`src/rtl/core/pccc_pkg.sv`:
```
`timescale 1ns / 1ps

package pccc_pkg;

	localparam int unsigned COMP_W = 8;
	localparam int unsigned CFG_INDEX_W = 2;
	localparam int unsigned CFG_DATA_W = 3;

	localparam logic [CFG_INDEX_W-1:0] REG_SOURCE_COMPONENTS = 2'd0;
	localparam logic [CFG_INDEX_W-1:0] REG_DEST_COMPONENTS = 2'd1;

	localparam logic [CFG_DATA_W-1:0] SOURCE_COMPONENTS_RESET = 3'd1;
	localparam logic [CFG_DATA_W-1:0] DEST_COMPONENTS_RESET = 3'd4;

	// layout code: component count minus one
	typedef logic [1:0] layout_t;
	localparam layout_t LAYOUT_GREY = 2'd0;
	localparam layout_t LAYOUT_GREY_ALPHA = 2'd1;
	localparam layout_t LAYOUT_RGB = 2'd2;
	localparam layout_t LAYOUT_RGBA = 2'd3;

	localparam logic [COMP_W-1:0] LUMA_R = 8'd77;
	localparam logic [COMP_W-1:0] LUMA_G = 8'd150;
	localparam logic [COMP_W-1:0] LUMA_B = 8'd29;
	localparam int unsigned LUMA_SHIFT = 8;
	localparam logic [COMP_W-1:0] FULL = 8'd255;

	typedef struct packed {
		logic [COMP_W-1:0] in_comp0;
		logic [COMP_W-1:0] in_comp1;
		logic [COMP_W-1:0] in_comp2;
		logic [COMP_W-1:0] in_comp3;
		logic              in_last;
	} pix_in_t;

	typedef struct packed {
		logic [COMP_W-1:0] out_comp0;
		logic [COMP_W-1:0] out_comp1;
		logic [COMP_W-1:0] out_comp2;
		logic [COMP_W-1:0] out_comp3;
		logic              out_last;
	} pix_out_t;

	typedef struct packed {
		layout_t src;
		layout_t dst;
	} layout_cfg_t;

endpackage

```
`src/rtl/core/pccc_convert.sv`:
```
`timescale 1ns / 1ps

module pccc_convert (
	input  pccc_pkg::layout_cfg_t cfg,
	input  pccc_pkg::pix_in_t     pix,
	output pccc_pkg::pix_out_t    res
);

	localparam int unsigned SUM_W = 2 * pccc_pkg::COMP_W;

	logic [SUM_W-1:0]            luma_sum;
	logic [pccc_pkg::COMP_W-1:0] luma;
	logic [pccc_pkg::COMP_W-1:0] alpha;
	logic [pccc_pkg::COMP_W-1:0] d0, d1, d2, d3;
	logic                        src_grey;

	always_comb begin
		luma_sum = SUM_W'(pix.in_comp0) * SUM_W'(pccc_pkg::LUMA_R)
			+ SUM_W'(pix.in_comp1) * SUM_W'(pccc_pkg::LUMA_G)
			+ SUM_W'(pix.in_comp2) * SUM_W'(pccc_pkg::LUMA_B);
		luma = luma_sum[pccc_pkg::LUMA_SHIFT +: pccc_pkg::COMP_W];
	end

	always_comb begin
		src_grey = (cfg.src == pccc_pkg::LAYOUT_GREY)
			|| (cfg.src == pccc_pkg::LAYOUT_GREY_ALPHA);
		if (cfg.src == pccc_pkg::LAYOUT_GREY_ALPHA) begin
			alpha = pix.in_comp1;
		end else if (cfg.src == pccc_pkg::LAYOUT_RGBA) begin
			alpha = pix.in_comp3;
		end else begin
			alpha = pccc_pkg::FULL;
		end

		d0 = '0;
		d1 = '0;
		d2 = '0;
		d3 = '0;
		if (cfg.src == cfg.dst) begin
			d0 = pix.in_comp0;
			if (cfg.dst != pccc_pkg::LAYOUT_GREY) d1 = pix.in_comp1;
			if (cfg.dst[1]) d2 = pix.in_comp2;
			if (cfg.dst == pccc_pkg::LAYOUT_RGBA) d3 = pix.in_comp3;
		end else if (src_grey) begin
			unique case (cfg.dst)
				pccc_pkg::LAYOUT_GREY: begin
					d0 = pix.in_comp0;
				end
				pccc_pkg::LAYOUT_GREY_ALPHA: begin
					d0 = pix.in_comp0;
					d1 = alpha;
				end
				pccc_pkg::LAYOUT_RGB: begin
					d0 = pix.in_comp0;
					d1 = pix.in_comp0;
					d2 = pix.in_comp0;
				end
				default: begin
					// font-atlas rule for a grey source: white glyph, coverage in alpha; grey+alpha copies grey and keeps alpha
					if (cfg.src == pccc_pkg::LAYOUT_GREY) begin
						d0 = pccc_pkg::FULL;
						d1 = pccc_pkg::FULL;
						d2 = pccc_pkg::FULL;
						d3 = pix.in_comp0;
					end else begin
						d0 = pix.in_comp0;
						d1 = pix.in_comp0;
						d2 = pix.in_comp0;
						d3 = alpha;
					end
				end
			endcase
		end else begin
			unique case (cfg.dst)
				pccc_pkg::LAYOUT_GREY: begin
					d0 = luma;
				end
				pccc_pkg::LAYOUT_GREY_ALPHA: begin
					d0 = luma;
					d1 = alpha;
				end
				pccc_pkg::LAYOUT_RGB: begin
					d0 = pix.in_comp0;
					d1 = pix.in_comp1;
					d2 = pix.in_comp2;
				end
				default: begin
					d0 = pix.in_comp0;
					d1 = pix.in_comp1;
					d2 = pix.in_comp2;
					d3 = alpha;
				end
			endcase
		end
	end

	assign res.out_comp0 = d0;
	assign res.out_comp1 = d1;
	assign res.out_comp2 = d2;
	assign res.out_comp3 = d3;
	assign res.out_last  = pix.in_last;

endmodule

```
`src/rtl/core/pixel_component_count_converter.sv`:
```
`timescale 1ns / 1ps

// Pixel component count converter.
// Input channel in_valid/in_stall/in_data carries one pixel per transfer in
// the configured source layout; output channel out_valid/out_stall/out_data
// carries the same pixel in the destination layout, with in_last copied.
// The configuration channel cfg_valid/cfg_ready/cfg_index/cfg_data writes
// source_components (index 0) or dest_components (index 1); it is always
// ready and must only be used while no pixel is in flight. Counts of 0 act
// as 1 and counts above 4 act as 4. Other indexes are ignored.
// Path: an input register, then the lane mux and luma multiply-add, then
// the result register, which drives out_valid and out_data. Throughput is
// one pixel per cycle while out_stall is low; the result register is the
// limiting stage. While out_stall holds a result, an empty input register
// still takes one more pixel before in_stall rises. Reset clears both
// stages and restores the counts to 1 (source) and 4 (destination).
module pixel_component_count_converter (
	input  logic                                clk,
	input  logic                                arst_n,
	input  logic                                cfg_valid,
	output logic                                cfg_ready,
	input  logic [pccc_pkg::CFG_INDEX_W-1:0]    cfg_index,
	input  logic [pccc_pkg::CFG_DATA_W-1:0]     cfg_data,
	input  logic                                in_valid,
	output logic                                in_stall,
	input  pccc_pkg::pix_in_t                   in_data,
	output logic                                out_valid,
	input  logic                                out_stall,
	output pccc_pkg::pix_out_t                  out_data
);

	function automatic pccc_pkg::layout_t to_layout(
		input logic [pccc_pkg::CFG_DATA_W-1:0] v
	);
		pccc_pkg::layout_t l;
		if (v == '0) begin
			l = pccc_pkg::LAYOUT_GREY;
		end else if (v > pccc_pkg::CFG_DATA_W'(4)) begin
			l = pccc_pkg::LAYOUT_RGBA;
		end else begin
			l = 2'(v - pccc_pkg::CFG_DATA_W'(1));
		end
		return l;
	endfunction

	pccc_pkg::layout_cfg_t cfg_q;
	pccc_pkg::pix_in_t     pix_s1;
	pccc_pkg::pix_out_t    res_s2;
	pccc_pkg::pix_out_t    conv;
	logic                  v_s1, v_s2;
	logic                  adv_s1;

	assign cfg_ready = 1'b1;

	always_ff @(posedge clk or negedge arst_n) begin
		if (!arst_n) begin
			cfg_q.src <= to_layout(pccc_pkg::SOURCE_COMPONENTS_RESET);
			cfg_q.dst <= to_layout(pccc_pkg::DEST_COMPONENTS_RESET);
		end else if (cfg_valid && cfg_ready) begin
			if (cfg_index == pccc_pkg::REG_SOURCE_COMPONENTS) cfg_q.src <= to_layout(cfg_data);
			if (cfg_index == pccc_pkg::REG_DEST_COMPONENTS) cfg_q.dst <= to_layout(cfg_data);
		end
	end

	assign adv_s1   = v_s1 && (!v_s2 || !out_stall);
	assign in_stall = v_s1 && !adv_s1;

	always_ff @(posedge clk or negedge arst_n) begin
		if (!arst_n) begin
			v_s1 <= 1'b0;
			v_s2 <= 1'b0;
		end else begin
			if (!in_stall) v_s1 <= in_valid;
			if (!v_s2 || !out_stall) v_s2 <= v_s1;
		end
	end

	always_ff @(posedge clk) begin
		if (in_valid && !in_stall) pix_s1 <= in_data;
		if (adv_s1) res_s2 <= conv;
	end

	pccc_convert u_convert (
		.cfg (cfg_q),
		.pix (pix_s1),
		.res (conv)
	);

	assign out_valid = v_s2;
	assign out_data  = res_s2;

	// a full pipe with a stalled result must hold off the input
	a_full_blocks: assert property (@(posedge clk) disable iff (!arst_n)
		(v_s1 && v_s2 && out_stall) |-> in_stall)
		else $error("input taken while both stages are held");

	a_accept_fills: assert property (@(posedge clk) disable iff (!arst_n)
		(in_valid && !in_stall) |=> v_s1)
		else $error("accepted pixel lost from input stage");

	a_last_follows: assert property (@(posedge clk) disable iff (!arst_n)
		adv_s1 |=> (out_valid && out_data.out_last == $past(pix_s1.in_last)))
		else $error("last flag not carried into result");

endmodule
```
`config.mk`:
```
export PLATFORM = sky130hd
export DESIGN_NAME = pixel_component_count_converter
export DESIGN_NICKNAME = d
export VERILOG_FILES = /design/src/rtl/core/pccc_pkg.sv /design/src/rtl/core/pccc_convert.sv /design/src/rtl/core/pixel_component_count_converter.sv
export SDC_FILE = /design/constraint.sdc
export NUM_CORES = 1
export LEC_CHECK = 0
export BUFFER_PORTS_ARGS = -buffer_cell sky130_fd_sc_hd__buf_2
export CAP_MARGIN = 20
export CORE_ASPECT_RATIO = 1.2
export CORE_UTILIZATION = 48
export DETAILED_ROUTE_END_ITERATION = 8
export PLACE_DENSITY = 0.7
export SKIP_LAST_GASP = 1
export SYNTH_ARGS = -nofsm -noshare
export SYNTH_HDL_FRONTEND = slang
export SYNTH_SLANG_ARGS = --single-unit
```
`constraint.sdc`:
```
create_clock -name clk -period 7.46 [get_ports clk]
set_input_delay 0.746 -clock clk [delete_from_list [all_inputs] [get_ports clk]]
set_output_delay 0.746 -clock clk [all_outputs]
set_load 0.01 [all_outputs]
```
# After elaboration in Yosys (flattened, before gate mapping)
# Index checks and enable logic that the tools add are counted.
dict set report totals {
  regBits 72
  output_inout_bits 36
  wordCells 71
}
dict set report op_classes {
  addsub 3
  mul 3
  order_cmp 1
  eq_ne 7
  mux 25
  reduce_logical 18
}
# operator count
set op_table {}
lappend op_table {{2-to-1 mux 8 bit} 20}
lappend op_table {{case mux 8 bit (2 select lines)} 2}
lappend op_table {{multiplier 8 x 7 -> 15 bit, second input constant} 2}
lappend op_table {{case mux 8 bit (3 select lines)} 1}
lappend op_table {{adder 15 x 16 -> 16 bit} 1}
lappend op_table {{adder 16 x 13 -> 16 bit} 1}
lappend op_table {{multiplier 8 x 5 -> 13 bit, second input constant} 1}
lappend op_table {{equality test 2 x 1 -> 1 bit, second input constant} 3}
lappend op_table {{equality test 2 bit, second input constant} 3}
lappend op_table {{zero test 2 bit} 3}
lappend op_table {{zero test 1 bit} 4}
lappend op_table {{2-to-1 mux 2 bit} 2}
lappend op_table {{AND reduction 2 bit} 2}
lappend op_table {{> comparator 3 bit, second input constant} 1}
lappend op_table {{logical AND 1 bit} 3}
lappend op_table {{zero test 3 bit} 1}
lappend op_table {{OR reduction 3 bit} 1}
lappend op_table {{equality test 2 bit} 1}
lappend op_table {{logical OR 1 bit} 2}
lappend op_table {{nonzero test 2 bit} 1}
lappend op_table {{OR reduction 2 bit} 1}
lappend op_table {{subtractor 2 x 1 -> 2 bit, second input constant} 1}

# Depth between registers and ports, before layout
# Gate-level depths: netlist of run 1.
dict set report logic_depth {
  ltp_word 7
  ltp_mapped 24
  depth_no_buf 24
}

# Modules after synthesis
# Synthesis of run 1 repeated with hierarchy kept, for this count alone.
dict set report hier_totals {
  cells_unflattened 567
  area_unflattened_um2 6104.6
}
# mod instances cells_per_inst area_per_inst_um2 seq_area_each_um2
set by_module_without_submodules {}
lappend by_module_without_submodules {pccc_convert 1 469 3821.2 0.0}
lappend by_module_without_submodules {pixel_component_count_converter 1 98 2283.4 2134.5}

# Least setup slack after synthesis of run 1
# OpenSTA, ideal clock, no wires.
dict set report synth_timing {
  path_kind {reg-to-reg}
  from {register pix_s1[21] (netlist bit)}
  to {register res_s2 (netlist bit out_data[32]) (data pin)}
  setup_ns 0.146
  t_arrival_ns 6.153
  setup_slack_ns 1.161
  path_stages_with_launch 22
  n_path_buf 0
  cell_sequence {edfxtp_1 > ha_1 > ha_1 > inv_1 > fa_1 > fa_1 > inv_1 > ha_1 > xnor2_1 > fa_1 > fa_1 > inv_1 > fa_1 > fa_1 > inv_1 > ha_1 > a21o_1 > a21oi_1 > o2bb2ai_1 > nor3_1 > xor3_1 > a21oi_1}
}
# item line_no
set synth_lines {}
lappend synth_lines {{start, declared} pixel_component_count_converter.sv:47} ;# pccc_pkg::pix_in_t pix_s1;
lappend synth_lines {{start signal, assigned} pixel_component_count_converter.sv:79} ;# if (in_valid && !in_stall) pix_s1 <= in_data;
lappend synth_lines {{end signal, assigned} pixel_component_count_converter.sv:80} ;# if (adv_s1) res_s2 <= conv;
lappend synth_lines {{end, declared} pixel_component_count_converter.sv:48} ;# pccc_pkg::pix_out_t res_s2;

==> summary.md, run 1 <==
| Metric | Value |
|---|---|
| Post-CTS sizing | 0 |
| RSZ-0062 raised after global routing | false |
| Leakage power figure | roughly 3.3 nW |
| Post-synth top cells | 92 x inv_1, 85 x ha_1, 66 x edfxtp_1, 55 x fa_1, 53 x nor2_1 |
| Final std cells w/o fill | 818 |
| EDFF count, synth | 66 |
| Worst path max stage delay | ~0.54 ns |
| Synth Warn # | 0 |
| Crit path required time | about 7.7 ns |
| Largest vdd supply drop | between 0.0003 and 0.0004 V |
| Net count after synthesis | between 700 and 800 |
| Layout cell share with drive strength beyond 1 | 16.5% |
| Status | complete, but fails checks |
| Vias | 4457 |
| Worst path cell trace | ha_1 > ha_1 > inv_1 > fa_1 > fa_1 > inv_1 > ha_1 > xnor2_1 > fa_1 > fa_1 > inv_1 > fa_1 > fa_1 > inv_1 > ha_1 > a21o_1 > a21oi_1 > o2bb2ai_1 > nor3_1 > xor3_1 > a21oi_1 |
| ANT cells | 0 |
| Row count | 45 |
| Net Sw Power | 1.63 mW |
| Clk pwr share | a little over an eighth |
| Setup_tns | 0 ns |
| Largest net degree at the start of global routing | between 40 and 50 |
| Slew Limit Fails | 0 |
| Max-cap violations | 0 |
| Relative slew slack | between 30 and 40% |
| # fillers | around 1.1k |
| Combinational share of power | a little over two thirds |
| Cell count after synthesis | roughly 570 |
| Syn avg cell area | roughly 11 sq um |
| Util after Layout | a little under three fifths |
| PortBufs | 77 |
| Placed insts | approximately 800 |
| GRT busiest layer | met2 |
| FMAX | about 150 MHz |
| Failing checks | DRC |
| Clock latency on the worst-skew pair | about 0.34 ns |
| Max Fanout on Critical Path | 8 |
| Part of the Yosys area used for sequential elements | around 34% |
| Placer Congestion | ~0.85 |
| Met2 Use GR | 38.8% |
| Setup CP Type | reg -> reg |
| Power Internal | between 1.5 and 2 mW |
| Final period util | between 80% and 90% |
| CORE AREA | 12600 sq um |
| Worst min path class | in -> async |
| Most used cell, CP | fa_1 |
| Worst path arrival time | roughly 6.8 ns |
| CTS Hold Bufs | 0 |
| Startpoint Class | flop |
| Synth area leaders | edfxtp_1 32%, fa_1 18%, ha_1 17%, inv_1 5.6%, a21oi_1 3.3% |
| Final nets | around 830 |
| Design Area, Final | 7100 sq um |
| IO Count | 79 |
| Initial drt markers | about 290 |
| Biggest area consumer among synthesized cells | edfxtp_1 |
| Sw Share | about 46% |
| Clock H-tree levels | 3 |
| Fin. Hold Viols | 0 |
| First-pass GRT wire length | 22100 microns |
| Maximum buffer depth of the clock tree | 2 |
| Drt pass-1 iters | 9 |
| CP max stage cell | fa_1 |
| Most used DFF post-synth | edfxtp_1 |
| Starting Density | around 50% |
| Routed len/inst | 16.7 microns |
| GRT met1 Usage | a little over a quarter |
| Antenna violations before repair | 0 |
| Async SR Flop Fraction | 8.33% |
| Vias in the first global route | approximately 4.5k |
| Clk sink count | 72 |
| Routed WL | 13700 microns |
| Yosys cell types | 52 |
| Clock root cell | clkbuf_16 |
| CTS tree | built |
| Most frequent cell after synthesis | inv_1 |
| Worst clock skew | 0.0119 ns |
| Sequential Power Share | 17.1% |
| Mapped Area | around 6200 sq um |
| M3 GR Usage | under 10% |
| Vias per inst | between 5 and 6 |
| Synth top area share | approximately a third |
| Minimum clock period | between 6 and 7 ns |
| Post-DP HPWL | 10900 microns |
| Clock-pin slew on the worst setup and hold paths | 0.06 ns |
| Overall die area | approximately 13000 sq um |
| Synth Register Bits | a little over 70 |
| CTS Buf Count | 9 |
| Area after DPL | 6780 sq um |
| GRT Total Usage | a little over a fifth |
| Tightest Pin Transition | approximately 0.93 ns |
| Final setup vio count | 0 |
| Area grow syn2layout | 14.5% |
| ANT nets after route | 0 |
| Die Wd | 106 microns |
| # DRC | 2 |
| Endpoint class of the critical path | flop |
| Die H | between 100 and 150 microns |
| Post-CTS Setup Repair Bufs | 0 |
| Power Density | around 500 nW/um^2 |
| Gr ovfl total | 0 |
layer usage:
| layer | share of wire (%) | wire (microns) |
|---|---|---|
| met5 | 0 | 0 |
| met4 | 2.2 | 306 |
| met3 | 4.2 | 571 |
| met2 | 53 | 7250 |
| met1 | 41 | 5540 |
per-stage QoR:
stage	worst slack (ns)	power (mW)	hold slack, ns
floorplan	1.16	2.53	0.400
finish	0.827	3.53	0.215
global route	0.549	3.90	0.209
CTS	0.830	3.55	0.203
global placement	0.982	2.93	0.402
detailed placement	0.863	3.07	0.430
state kept, by name (all words and copies together) (netlist names):
signal and flops:
out_valid 1, out_data 33, v_s1 1, pix_s1 33, cfg_q 4
path summary, 6_finish.rpt:
kind / from / endpoint / slack (ns) / cells past startpoint
setup / recovery: pix_s1[21] / out_data[32] / 0.83 / 21
hold / removal: arst_n / v_s1 / 0.22 / 1
hold reg to reg: pix_s1[0] / out_data[0] / 0.44 / 0
min in group clk: pix_s1[0] / out_data[0] / 0.44 / 0
setup reg to reg: pix_s1[21] / out_data[32] / 0.83 / 21
max in group asynchronous: arst_n / cfg_q[1] / 7.02 / 1
power by group through the flow:
| stage | registers (mW) | logic [mW] | clock network [mW] |
|---|---|---|---|
| detailed placement | 0.613 | 2.45 | 0 |
| global placement | 0.611 | 2.32 | 0 |
| CTS | 0.606 | 2.47 | 0.471 |
| floorplan | 0.613 | 1.92 | 0 |
| finish | 0.605 | 2.47 | 0.460 |
| global route | 0.612 | 2.80 | 0.485 |
cell type report:
type / instances / area (sq um) / share of cell area, %
clock buffer: 10 / 229 / 3.22
clock inverter: 6 / 92.6 / 1.30
inverter: 92 / 345 / 4.86
multi-input combinational: 394 / 3680 / 51.8
sequential: 72 / 2130 / 30.1
tap: 164 / 205 / 2.89
timing repair buffer: 80 / 420 / 5.92
placed cells by master, fill, tap and decap left out, drive strengths merged, types with 5 or more instances in the layout:
cell	synthesis	layout
a211oi	10	10
fa	55	55
nor3	15	15
a22oi	7	7
a21o	12	12
buf	6	80
xor2	5	5
xnor2	10	10
nor2b	9	9
ha	85	85
nand2	20	20
edfxtp	66	66
clkbuf	9	10
o21ai	21	21
o21a	7	7
nor2	53	53
inv	92	93
a21oi	42	42
cell families (layout without fill, tap and decap cells):
| group | after synthesis | count (layout) | share of synthesized area [%] |
|---|---|---|---|
| buffers and inverters | 107 | 188 | 6.55 |
| AOI/OAI and AO/OA | 119 | 119 | 12.7 |
| adders and majority gates | 140 | 140 | 34.9 |
| other | 1 | 1 | 0.0604 |
| muxes | 2 | 2 | 0.363 |
| and+or+nand+nor | 116 | 116 | 8.51 |
| xor gates and xnor gates | 16 | 16 | 2.50 |
| DFF | 72 | 72 | 34.4 |
critical path, delay by kind of cell, from the launching register on:
kind,cells,cell delay (ns)
AOI/OAI and AO/OA,4,0.67
xor gates and xnor gates,2,0.55
adders and majority gates,10,4.31
buffers and inverters,4,0.19
DFF,1,0.52
and+or+nand+nor,1,0.23
Power figures use the tool's default switching activity.
==> inputs of run 2 (changes only) <==
CORE_UTILIZATION = 40   (was 48)
PLACE_DENSITY = 0.61   (was 0.7)
==> run 2 against run 1 <==
Compared with the run above: the flow now finishes without violations; via count is 0.92% lower; wire length is 3.8% higher; setup slack worse by 0.030 ns; design area hardly changed; die area is 20% higher; total power is 2.2% lower; critical path type unchanged; critical endpoint unchanged.
==> summary.md, run 2 (synthesized netlist as in run 1, its figures left out) <==
| Metric | Value |
|---|---|
| Vias | around 4.4k |
| Vias in the first global route | roughly 4.6k |
| Power Density | about 490 nW/um^2 |
| Worst path max stage delay | between 0.5 and 0.6 ns |
| Crit path from | pix_s1[21] |
| Leakage power figure | between 3 and 4 nW |
| Largest vdd supply drop | 0.000289 V |
| Reg2reg start | pix_s1[21] |
| Layout cell share with drive strength beyond 1 | between 10% and 20% |
| Final period util | between 80 and 90% |
| IO Count | approximately 80 |
| FF-to-FF End | out_data[32] |
| # fillers | 1429 |
| Worst hold slack | 0.218 ns |
| Routed len/inst | between 15 and 20 microns |
| Worst path arrival time | approximately 6.9 ns |
| Reg2Reg Depth | 21 |
| ANT cells | 0 |
| Endpoint class of the critical path | flop |
| First-pass GRT wire length | 23400 microns |
| Clock root cell | clkbuf_16 |
| Antenna violations before repair | 0 |
| Fin. Hold Viols | 0 |
| RSZ-0062 raised after global routing | false |
| CTS Hold Bufs | 0 |
| Worst clock skew | approximately 0.0090 ns |
| Crit path buf inv count | 4 |
| CORE AREA | 15100 sq um |
| Post-CTS sizing | 0 |
| Die Wd | approximately 120 microns |
| Startpoint Class | flop |
| Multi-input logic area | between 3000 and 4000 sq um |
| Final nets | 832 |
| Clock-pin slew on the worst setup and hold paths | ~0.06 ns |
| Crit path required time | 7.64 ns |
| Initial drt markers | 252 |
| CTS tree | built |
| Area grow syn2layout | 14.5% |
| Largest net degree at the start of global routing | 45 |
| Setup CP Type | reg -> reg |
| Setup_tns | 0 ns |
| FMAX | roughly 150 MHz |
| Vias per inst | between 5 and 6 |
| CP max stage cell | fa_1 |
| CTS Buf Count | 9 |
| Placer Congestion | between 0.8 and 0.9 |
| Delay-heaviest family, CP | adder cells |
| Gr ovfl total | 0 |
| Max Fanout on Critical Path | 8 |
| Final setup vio count | 0 |
| Slew Limit Fails | 0 |
| Minimum clock period | ~6.7 ns |
| Maximum buffer depth of the clock tree | 2 |
| Post-DP HPWL | 11200 microns |
| R2r setup slk | 0.80 ns |
| Relative slew slack | about a third |
| Clock H-tree levels | 3 |
| Starting Density | 41.1% |
| Post-CTS Setup Repair Bufs | 0 |
| Max-cap violations | 0 |
| Routed WL | ~14000 microns |
| ANT nets after route | 0 |
| Die H | ~140 microns |
| Worst min path class | in -> async |
| Register Area | ~2100 sq um |
| Clk sink count | just over 70 |
| Most used cell, CP | fa_1 |
| Drt pass-1 iters | 6 |
| Status | completed |
| Most frequent cells in the layout | 92 x inv_1, 85 x ha_1, 77 x buf_2 |
| Worst path cell trace | ha_1 > ha_1 > inv_1 > fa_1 > fa_1 > inv_1 > ha_1 > xnor2_1 > fa_1 > fa_1 > inv_1 > fa_1 > fa_1 > inv_1 > ha_1 > a21o_1 > a21oi_1 > o2bb2ai_1 > nor3_1 > xor3_1 > a21oi_1 |
| Overall die area | ~16000 sq um |
| GRT Total Usage | between 10% and 20% |
| Commonest non-fill, non-tap cell in the layout | inv_1 |
| Row count | between 40 and 50 |
| Tightest Pin Transition | 1.01 ns |
| # DRC | 0 |
| PortBufs | 77 |
| Clock latency on the worst-skew pair | around 0.34 ns |
## run 2: changes by cell type in the layout (fill, tap and decap cells not counted), sizes merged
cell,before,now
bufinv,2,0
clkinv,1,3
## run 2: through the flow
step | instances | total power, mW | worst slack (ns) | area, sq um | utilization, %
2_1_floorplan | 573 | 2.53 | 1.16 | 6210 | -
3_3_place_gp | 841 | 2.96 | 0.967 | 6810 | 45.2
3_5_place_dp | 842 | 3.05 | 0.819 | 6830 | 45.3
4_1_cts | 858 | 3.48 | 0.812 | 7110 | 47.1
5_1_grt | 858 | 3.87 | 0.454 | 7110 | 47.1
6_report | 858 | 3.46 | 0.797 | 7110 | 47.1
## run 2: final cells by class
cell class | count | share of cell area [%]
Clock buffer | 10 | 3.22
Multi-Input combinational cell | 394 | 51.7
Inverter | 92 | 4.86
Sequential cell | 72 | 30.0
Tap cell | 204 | 3.59
Clock inverter | 6 | 0.634
Timing Repair Buffer | 80 | 5.92
## run 2: layer usage
metal	track usage, %	part of all wire, %
met4	6.01	2.2
met3	2.89	2.4
met5	0	0
met1	23.5	43
met2	33.9	52
## run 2: worst max path at each step
stage,endpoint,cells after the start
floorplan,out_data[32],21
global placement,out_data[32],21
detailed placement,out_data[32],21
CTS,out_data[32],21
global route,out_data[32],21
finish,out_data[32],21
## run 2: power by group
| group | switching, mW | internal [mW] |
|---|---|---|
| registers | 0.0522 | 0.552 |
| clock network | 0.170 | 0.227 |
| logic | 1.40 | 1.05 |
==> inputs of run 3 (changes only) <==
clock period = 8.44 ns   (was 7.46 ns; I/O delays follow)
==> run 3 against run 2 <==
Compared with the run above: combinational power fell by 11%; die area unchanged; critical path depth unchanged; total power decreased by 11%; setup slack better by 1.0 ns; flip-flop and latch count unchanged; first-iteration DRC count down 6.3%; critical path type unchanged; clock-buffer cell count stayed put; sequential share of layout area did not move; sequential power decreased by 12%; design area stayed put; highest routed layer unchanged.
==> summary.md, run 3 (synthesized netlist as in run 1, its figures left out) <==
| Metric | Value |
|---|---|
| Status | completed |
| Largest vdd supply drop | around 0.00024 V |
| Gr ovfl total | 0 |
| PortBufs | 77 |
| Area grow syn2layout | 14.5% |
| Maximum buffer depth of the clock tree | 2 |
| Setup CP Type | reg -> reg |
| Post-CTS Setup Repair Bufs | 0 |
| Overall die area | roughly 16000 sq um |
| Routed len/inst | 16.7 microns |
| Endpoint class of the critical path | flop |
| Minimum clock period | approximately 6.6 ns |
| Final setup vio count | 0 |
| Final std cells w/o fill | about 860 |
| # DRC | 0 |
| Starting Density | 41.1% |
| Worst hold slack | ~0.3 ns |
| Final period util | slightly below 80% |
| Drt pass-1 iters | 5 |
| Vias | 4450 |
| Worst path arrival time | 6.80 ns |
| Worst clock skew | ~0.008 ns |
| CTS tree | built |
| Setup WS pre-CTS | 1.79 ns |
| Row count | between 40 and 50 |
| Power Density | 430 nW/um^2 |
| Placed insts | around 840 |
| Die Wd | around 120 microns |
| Layout cell share with drive strength beyond 1 | 16.5% |
| Clock H-tree levels | 3 |
| Post-CTS sizing | 0 |
| Startpoint Class | flop |
| Placer Congestion | 0.885 |
| Relative slew slack | a little over a third |
| Largest net degree at the start of global routing | 45 |
| Clock root cell | clkbuf_16 |
| RSZ-0062 raised after global routing | false |
| Worst Setup Slack, final | about 1.8 ns |
| Routed WL | ~14000 microns |
| Post-DP HPWL | around 11000 microns |
| Slew Limit Fails | 0 |
| CTS Buf Count | 9 |
| Die H | 138 microns |
| CORE AREA | around 15000 sq um |
| CTS Hold Bufs | 0 |
| IO Count | roughly 80 |
| Sw Share | between 40% and 50% |
| Tightest Pin Transition | approximately 0.97 ns |
| Clock-pin slew on the worst setup and hold paths | roughly 0.060 ns |
| Max Fanout on Critical Path | 8 |
| Fin. Hold Viols | 0 |
| Leakage power figure | 3.31 nW |
| Sequential Power Share | 17.5% |
| Crit path required time | between 8 and 9 ns |
| Vias in the first global route | 4595 |
| FMAX | approximately 150 MHz |
| Clk sink count | 72 |
| Net Sw Power | 1.44 mW |
| Max-cap violations | 0 |
| Worst min path class | in -> async |
| Total power | 3.06 mW |
| Clock latency on the worst-skew pair | roughly 0.35 ns |
| Initial drt markers | ~240 |
| Commonest non-fill, non-tap cell in the layout | inv_1 |
| First-pass GRT wire length | around 23000 microns |
| ANT cells | 0 |
| Most frequent cells in the layout | 92 x inv_1, 85 x ha_1, 77 x buf_2 |
| Power Internal | roughly 1.6 mW |
| GRT Total Usage | 19.2% |
| ANT nets after route | 0 |
| Vias per inst | 5.19 |
| Antenna violations before repair | 0 |
| Clk pwr share | a little under an eighth |
| Final nets | 832 |
| Setup_tns | 0 ns |
| Combinational share of power | 70.9% |
## run 3: cell counts in the layout (fill, tap and decap cells not counted)
Identical to the previous run, type by type.
## run 3: final cells by class
class / count / area, sq um
Clock inverter: 6 / 45.0
Fill cell: 1456 / 7980
Clock buffer: 10 / 229
Inverter: 92 / 345
Tap cell: 204 / 255
Timing Repair Buffer: 80 / 420
Multi-Input combinational cell: 394 / 3680
Sequential cell: 72 / 2130
## run 3: layer usage
| layer | up-vias | global-route usage [%] | part of all wire [%] |
|---|---|---|---|
| met2 | 123 | 33.4 | 52 |
| li1 | 2115 | - | - |
| met3 | 28 | 3.07 | 3.2 |
| met4 | 0 | 6.68 | 2.7 |
| met1 | 2184 | 23.8 | 42 |
| met5 | - | 0 | 0 |
## run 3: worst paths after layout
kind	from	endpoint	slack, ns	depth (start not counted)
setup / recovery	pix_s1[21]	out_data[32]	1.84	21
hold / removal	arst_n	v_s1	0.31	1
setup reg to reg	pix_s1[21]	out_data[32]	1.84	21
hold reg to reg	pix_s1[0]	out_data[0]	0.43	0
max in group asynchronous	arst_n	cfg_q[0]	7.91	1
min in group clk	pix_s1[0]	out_data[0]	0.43	0
## run 3: power groups by stage
stage	combinational, mW	sequential, mW	clock, mW
2_1_floorplan	1.69	0.542	0
3_5_place_dp	2.15	0.541	0
6_report	2.17	0.534	0.357
4_1_cts	2.17	0.535	0.365
5_1_grt	2.48	0.541	0.380
3_3_place_gp	2.08	0.541	0
## run 3: critical path, cell delays in order (launching register included)
cell,delay (ns)
edfxtp_1,0.52
ha_1,0.35
ha_1,0.28
inv_1,0.06
fa_1,0.51
fa_1,0.51
inv_1,0.04
ha_1,0.34
xnor2_1,0.21
fa_1,0.46
fa_1,0.51
inv_1,0.05
fa_1,0.46
fa_1,0.54
inv_1,0.05
ha_1,0.34
a21o_1,0.20
a21oi_1,0.21
o2bb2ai_1,0.10
nor3_1,0.23
xor3_1,0.34
a21oi_1,0.14
## run 3: stage by stage
stage                     utilization [%]  instance area (sq um)
after floorplan                         -                   6210
after global placement               45.2                   6810
after detailed placement             45.3                   6830
after CTS                            47.1                   7110
after global routing                 47.1                   7110
final                                47.1                   7110
